File: src/sv/nsc_pkg.sv
// shared types, constants and helpers for the nmea sentence checker
package nsc_pkg;

    localparam int BUFFER_SIZE_DEF = 96;
    localparam int QUEUE_DEPTH = 2;

    localparam logic [7:0] CH_DOLLAR = 8'h24;
    localparam logic [7:0] CH_STAR = 8'h2A;
    localparam logic [7:0] CH_LF = 8'h0A;
    localparam logic [7:0] TYPE_LETTER_RST = 8'h52;

    localparam logic [4:0] HEX_BAD = 5'd16;

    localparam logic [1:0] ST_OK = 2'd0;
    localparam logic [1:0] ST_NO_STAR = 2'd1;
    localparam logic [1:0] ST_BAD_HEX = 2'd2;
    localparam logic [1:0] ST_MISMATCH = 2'd3;

    localparam logic [1:0] REG_TYPE_LETTER_ADDR = 2'd0;

    // what the front hands over for each line feed
    typedef struct packed {
        logic [6:0] len;
        logic       long_enough;
        logic       star;
        logic [7:0] hi;
        logic [7:0] lo;
        logic [7:0] xr;
    } nsc_rec_t;

    function automatic logic [4:0] hex_value(input logic [7:0] c);
        logic [4:0] v;
        begin
            if (c inside {[8'h30:8'h39]})
            begin
                v = 5'(c - 8'h30);
            end
            else if (c inside {[8'h41:8'h46]})
            begin
                v = 5'(c - 8'h41 + 8'd10);
            end
            else if (c inside {[8'h61:8'h66]})
            begin
                v = 5'(c - 8'h61 + 8'd10);
            end
            else
            begin
                v = HEX_BAD;
            end
            return v;
        end
    endfunction

endpackage

File: src/sv/nsc_front.sv
// framing front: takes bytes, tracks position, xor and history, queues a record per line feed
module nsc_front
    import nsc_pkg::*;
#(
    parameter int BUFFER_SIZE = BUFFER_SIZE_DEF
)
(
    input  logic       clk,
    input  logic       rst_n,
    input  logic       in_valid,
    output logic       in_stall,
    input  logic [7:0] rx_byte,
    input  logic [7:0] type_letter,
    input  logic       q_full,
    output logic       push,
    output nsc_rec_t   rec
);

    localparam int PW = $clog2(BUFFER_SIZE);
    localparam logic [PW-1:0] LAST_POS = PW'(BUFFER_SIZE - 1);

    logic [PW-1:0] pos_reg, pos_next;
    logic          fid_reg, fid_next;
    logic [7:0]    xor_reg, xor_next;
    logic [7:0]    r0_reg, r0_next;
    logic [7:0]    r1_reg, r1_next;
    logic [7:0]    r2_reg, r2_next;
    logic          star_reg, star_next;

    logic          accept;
    logic          restart;
    logic [PW-1:0] p;
    logic          fid_e;
    logic [7:0]    xr_e;
    logic [7:0]    r0_e;
    logic [7:0]    r1_e;
    logic [7:0]    r2_e;
    logic          star_e;
    logic          drop;
    logic          lf;
    logic [PW+6:0] p_ext;

    assign in_stall = q_full;
    assign accept = in_valid && !q_full;

    // overflow and index 0 both start from a clean frame
    assign restart = (pos_reg >= LAST_POS) || (pos_reg == '0);
    assign p = (pos_reg >= LAST_POS) ? '0 : pos_reg;
    assign fid_e = restart ? (rx_byte == CH_DOLLAR) : fid_reg;
    assign xr_e = restart ? 8'h00 : xor_reg;
    assign r0_e = restart ? 8'h00 : r0_reg;
    assign r1_e = restart ? 8'h00 : r1_reg;
    assign r2_e = restart ? 8'h00 : r2_reg;
    assign star_e = restart ? 1'b0 : star_reg;

    assign drop = (p == PW'(3)) && (!fid_e || (rx_byte != type_letter));
    assign lf = !drop && (rx_byte == CH_LF);

    assign p_ext = (PW + 7)'(p);

    assign push = accept && lf;
    assign rec.len = p_ext[6:0];
    assign rec.long_enough = (p >= PW'(5));
    assign rec.star = star_e;
    assign rec.hi = r2_e;
    assign rec.lo = r1_e;
    assign rec.xr = xr_e;

    always_comb
    begin
        pos_next = pos_reg;
        fid_next = fid_reg;
        xor_next = xor_reg;
        r0_next = r0_reg;
        r1_next = r1_reg;
        r2_next = r2_reg;
        star_next = star_reg;
        if (accept)
        begin
            if (drop || lf)
            begin
                pos_next = '0;
                fid_next = 1'b0;
                xor_next = 8'h00;
                r0_next = 8'h00;
                r1_next = 8'h00;
                r2_next = 8'h00;
                star_next = 1'b0;
            end
            else
            begin
                // from index 4 on the oldest history byte joins the xor
                if (p >= PW'(4))
                begin
                    xor_next = xr_e ^ r2_e;
                    star_next = (r2_e == CH_STAR);
                end
                else
                begin
                    xor_next = xr_e;
                    star_next = star_e;
                end
                r2_next = r1_e;
                r1_next = r0_e;
                r0_next = rx_byte;
                fid_next = fid_e;
                pos_next = p + PW'(1);
            end
        end
    end

    always_ff @(posedge clk or negedge rst_n)
    begin
        if (!rst_n)
        begin
            pos_reg <= '0;
            fid_reg <= 1'b0;
            xor_reg <= 8'h00;
            r0_reg <= 8'h00;
            r1_reg <= 8'h00;
            r2_reg <= 8'h00;
            star_reg <= 1'b0;
        end
        else
        begin
            pos_reg <= pos_next;
            fid_reg <= fid_next;
            xor_reg <= xor_next;
            r0_reg <= r0_next;
            r1_reg <= r1_next;
            r2_reg <= r2_next;
            star_reg <= star_next;
        end
    end

    a_pos_range: assert property (@(posedge clk) disable iff (!rst_n)
        pos_reg <= LAST_POS)
        else $error("position ran past the buffer");

endmodule

File: config.mk
export PLATFORM = sky130hd
export DESIGN_NAME = nsc_front
export DESIGN_NICKNAME = d
export VERILOG_FILES = /design/src/sv/nsc_pkg.sv /design/src/sv/nsc_front.sv
export SDC_FILE = /design/constraint.sdc
export NUM_CORES = 1
export LEC_CHECK = 0
export BUFFER_PORTS_ARGS = -buffer_cell sky130_fd_sc_hd__buf_4
export CAP_MARGIN = 20
export CORE_MARGIN = 4
export CORE_UTILIZATION = 48
export DETAILED_ROUTE_END_ITERATION = 7
export PLACE_DENSITY = 0.71
export SLEW_MARGIN = 40
export SYNTH_ARGS = -nofsm -noshare
export SYNTH_HDL_FRONTEND = slang
export SYNTH_SLANG_ARGS = --single-unit
export TNS_END_PERCENT = 20
File: constraint.sdc
create_clock -name clk -period 3.37 [get_ports clk]
set_input_delay 1.011 -clock clk [delete_from_list [all_inputs] [get_ports clk]]
set_output_delay 1.011 -clock clk [all_outputs]
set_load 0.03 [all_outputs]
Word level (Yosys, flattened, before mapping):

Index checks and enable logic that the tools add are counted.

* register bits: 41
* input bits: 20
* output and inout port bits: 35

* add/subtract/negate cells: 1
* order comparisons: 3
* eq/ne operators: 5
* mux-type cells: 16
* bitwise logic cells: 1
* reduce and logical (&&, ||, !) cells: 11

Operators with widths (count)
* $mux W8: 9
* $eq A8 B6 Y1 const B: 2
* $ge A7 B3 Y1 const B: 2
* $mux W7: 2
* $eq A8 B4 Y1 const B: 1
* $ne A8 B8 Y1: 1
* $xor A8 B8 Y8: 1
* $add A7 B1 Y7 const B: 1
* $eq A7 B2 Y1 const B: 1
* $ge A7 B7 Y1 const B: 1
* $logic_not A7 Y1: 1
* $mux W1: 5
* $logic_and A1 B1 Y1: 4
* $logic_not A1 Y1: 3
* $logic_or A1 B1 Y1: 3

Depth between registers and ports, before layout:

* depth in word-level cells: 10
* gate-level depth with buffers: 13
* gate-level depth less buffers: 10

Worst setup path before layout:

OpenSTA, ideal clock, no wires.

* path kind: register to output
* from: register pos_reg[3]
* to: output port push
* arrival time: 2555 ps
* slack: -196 ps
* stages on the path, launching flop included: 8
* cell sequence: dfrtp_1 -> or4_4 -> or4_1 -> buf_6 -> a21oi_2 -> o21ai_4 -> a31oi_1 -> and2_1

* word-level cells in the longest chain between the ends: 9
* elaborated cells between the ends (all ways): 12

RTL lines
* start: declaration: RTL line nsc_front.sv:22 `logic [PW-1:0] pos_reg, pos_next;`
* start signal: assignment: RTL line nsc_front.sv:126 `pos_reg <= pos_next;`
* branches (longest 5 deep; another with $ge A7 B7 Y1)
* $logic_and A1 B1 Y1 *: RTL line nsc_front.sv:56 `assign drop = (p == PW'(3)) && (!fid_e || (rx_byte != type_letter));`
* $logic_not A1 Y1 *: RTL line nsc_front.sv:57 `assign lf = !drop && (rx_byte == CH_LF);`
* $logic_and A1 B1 Y1 *: RTL line nsc_front.sv:57
* $logic_and A1 B1 Y1 *: RTL line nsc_front.sv:61 `assign push = accept && lf;`
* end: declaration: RTL line nsc_front.sv:15 `output logic push,`

Every way passes the cells marked *.

Worst setup path after layout:

* from: register pos_reg[6]
* to: output port push

Same word-level chain as after synthesis.

==> impl_metrics.ini <==
[grt]
overflow = 0
grt_util_met3_pct = 4.29
use_met1_pct = 26.8
grt_pass1_vias = 2077
grtUsageTotal_pct = 19.8
grt_pass1_wl_microns = 9740
top_usage_layer = met2
global_route.usage.met2_pct = 32.1
grt_max_degree = 43
antenna_found_initial = 0

[clock_tree]
clk_pin_slew_ns = 0.08
cts.path.max_buffers = 2
cts-root-buf = clkbuf_8
h-tree-depth = 2
hold_buffers = 0
cts_tree = built
cts.sinks = 41
clock_latency_ns = 0.29
cts_buffers = 5

[setup_path]
critical_path_required_ns = 2.36
path_buf_inv = 1
crit_cells = 7
critPathCaptureType = output pin
critPathArrivalTime_ns = 2.44
path_cells = or4_4 > or4_4 > and3_4 > o21ai_4 > a31oi_4 > and2_4 > buf_6
cpMostUsedCell = or4_4
cp_top_family = simple AND/OR/NAND/NOR gates
startpoint_type = flop
slowest_stage = or4_4
cp_max_fo = 3
r2r_cells = 13
crit_type = flop to output pin
reg2reg_from = pos_reg[4]
cpPeakStageDelay_ns = 0.56
reg2reg_to = xor_reg[0]
rrSetupSlack_ns = 0.41

[synth]
synthArstFlopShare_pct = 100
yosysWarningCount = 0
avgSynthCellArea_sq_um = 8.73
ys_ff_latch = 41
synth_nets = 289
netlist_area_sq_mm = 0.00232
ys_types = 42
synthCells = 266
synth_ff_type = dfrtp_1
synth_edf_count = 0
ys_seq_area_share_pct = 44.2

[floorplan]
ios = 55
die_area_sq_mm = 0.00601
fp-row-count = 25
die_y_microns = 77.6
core_area_sq_mm = 0.00469
initial_core_util_pct = 49.5
die_w_microns = 77.6

[timing]
setup_viol = 1
layout_min_cycle_time_ns = 3.45
drv_slew = 0
fmax_mhz = 290
hold_viol = 0
fin_crit_sh_pct = 102
setup_slack_ns = -0.0801
max-slew-margin-rel_pct = 57.4
skew_ns = 0.00506
grt_setup_unrepaired = yes
tightest_slew_ns = 0.636

[detailed_routing]
detail_route.wl_per_cell_microns = 14.9
via_per_inst = 5.69
drcViolationCount = 0
antenna_left = 0
drt_pass1_iterations = 4
totalWireLength_microns = 5790
dr.first_iter.drc_count = 108
vias = 2215

[worst_hold_path]
min_to = xor_reg[4]
holdPathStages = 1
hp-start = xor_reg[4]
hp-class = flop to flop

[placement]
placed_cell_area_sq_mm = 0.00288
io_buffers = 54
dp_hpwl_microns = 4140
dp_slack_ns = -0.172
gp_congestion = 0.825
dp_cells = 376

[power_and_ir_drop]
total_power_mw = 1.94
p_comb_share_pct = 42.4
p_sw_uw = 752
switching_share_pct = 38.8
ir_worst_vdd_mv = 0.452
cellLeakagePower_nw = 1.47
seqPwrFrac_pct = 38.0
power_density_mw_per_mm2 = 633
clock_power_share_pct = 19.6
power.internal_mw = 1.19

[final_layout]
area_growth_pct = 32.0
seq_area_sq_mm = 0.00103
post-route-util_pct = 65.3
nFillCells = 416
nNetsFinal = 358
n_antenna_cell = 0
finalNonFillerCells = 389
fin_area_sq_mm = 0.00306
multi_input_area_sq_mm = 0.00124
layout-drive-gt1-share_pct = 31.6

[job]
drv_cap = 0

[run_status]
violations = setup timing
outcome = finished with violations
-- logic make-up after synthesis --
group           Yosys count  synth area share [%]
xor+xnor                  8                  3.02
simple gates            122                  26.8
flops                    41                  44.2
buf+inv                  23                  4.42
compound gates           69                  20.0
fa+ha+maj                 3                  1.62
-- what timing repair did --
action                                 4_1_cts  5_1_grt
setup endpoints to repair                    5       27
pin swaps                                    7        3
buffers inserted                             4        2
resized for setup                            4        3
endpoints found under the hold margin        0        0
-- cells in the mapped netlist, types with 2 or more instances --
library cell	n	area share, %
nor4_1	5	1.3
and3_2	4	1.3
a22o_2	2	0.86
a22o_1	10	3.8
buf_4	2	0.65
dfrtp_1	41	44
a31o_1	2	0.75
nand4_1	4	1.1
and2_1	4	1.1
ha_1	3	1.6
inv_1	5	0.81
o41ai_1	2	0.75
nor2b_1	2	0.54
xnor2_1	8	3.0
nand2_1	54	8.7
nor2_1	11	1.8
nor3b_1	2	0.65
a21oi_1	9	1.9
nand3b_1	4	1.3
o21ai_0	27	5.8
and3_1	21	5.7
a21o_1	2	0.65
nand3_1	4	0.86
clkbuf_1	14	2.3
a31oi_1	7	1.9
-- per-stage QoR --
step / TNS, ns / hold WS, ns
6_report: -0.0801 / 0.475
5_1_grt: -0.289 / 0.489
4_1_cts: -0.257 / 0.479
3_5_place_dp: -0.172 / 0.469
3_3_place_gp: -0.154 / 0.458
2_1_floorplan: 0 / 0.442
-- how the worst max path moves through the flow --
stage	startpoint	endpoint	slack (ns)
2_1_floorplan	pos_reg[2]	push	0.03
3_3_place_gp	rx_byte[0]	push	-0.15
3_5_place_dp	rx_byte[0]	push	-0.17
4_1_cts	pos_reg[6]	push	-0.15
5_1_grt	pos_reg[6]	push	-0.13
6_report	pos_reg[6]	push	-0.08
-- layout make-up --
class | count | area share, %
multi-input cells | 202 | 40.5
flip-flops and latches | 41 | 33.5
repair buffers | 80 | 19.7
clock buffers | 5 | 2.25
well taps | 54 | 2.20
clock inverters | 2 | 1.14
inverters | 5 | 0.612
-- cell usage in the layout, fill, tap and decap left out, drive strengths merged, types with 5 or more instances in the layout --
cell    netlist  layout
and3         26      26
and2          5       5
a31oi         8       8
nor4          5       5
inv           5       5
nand2        54      54
dfrtp        41      41
a22o         12      12
buf           4      80
xnor2         8       8
nor2         11      11
o21ai        29      29
a21oi        10      10
clkbuf       14       5
-- worst reg2reg max path, delay by kind of cell (launching register included) --
| kind | cells | cell delay, ns |
|---|---|---|
| adder cells (fa/ha/maj) | 1 | 0.26 |
| AND/OR/NAND/NOR | 3 | 0.32 |
| AO/OA/AOI/OAI | 5 | 1.10 |
| flip-flops | 1 | 0.39 |
| buffers and inverters | 4 | 0.78 |
-- routing by layer --
layer,share of wire (%),wire length [microns]
met5,0,0
met4,1.1,65
met3,5.8,337
met2,48,2760
met1,45,2630
-- power by group through the flow --
stage	Clock [mW]	Sequential (mW)	Combinational (mW)
6_report	0.380	0.736	0.823
5_1_grt	0.407	0.753	0.886
4_1_cts	0.386	0.731	0.827
3_5_place_dp	0	0.740	0.823
3_3_place_gp	0	0.731	0.809
2_1_floorplan	0	0.711	0.537
Power figures use the tool's default switching activity.
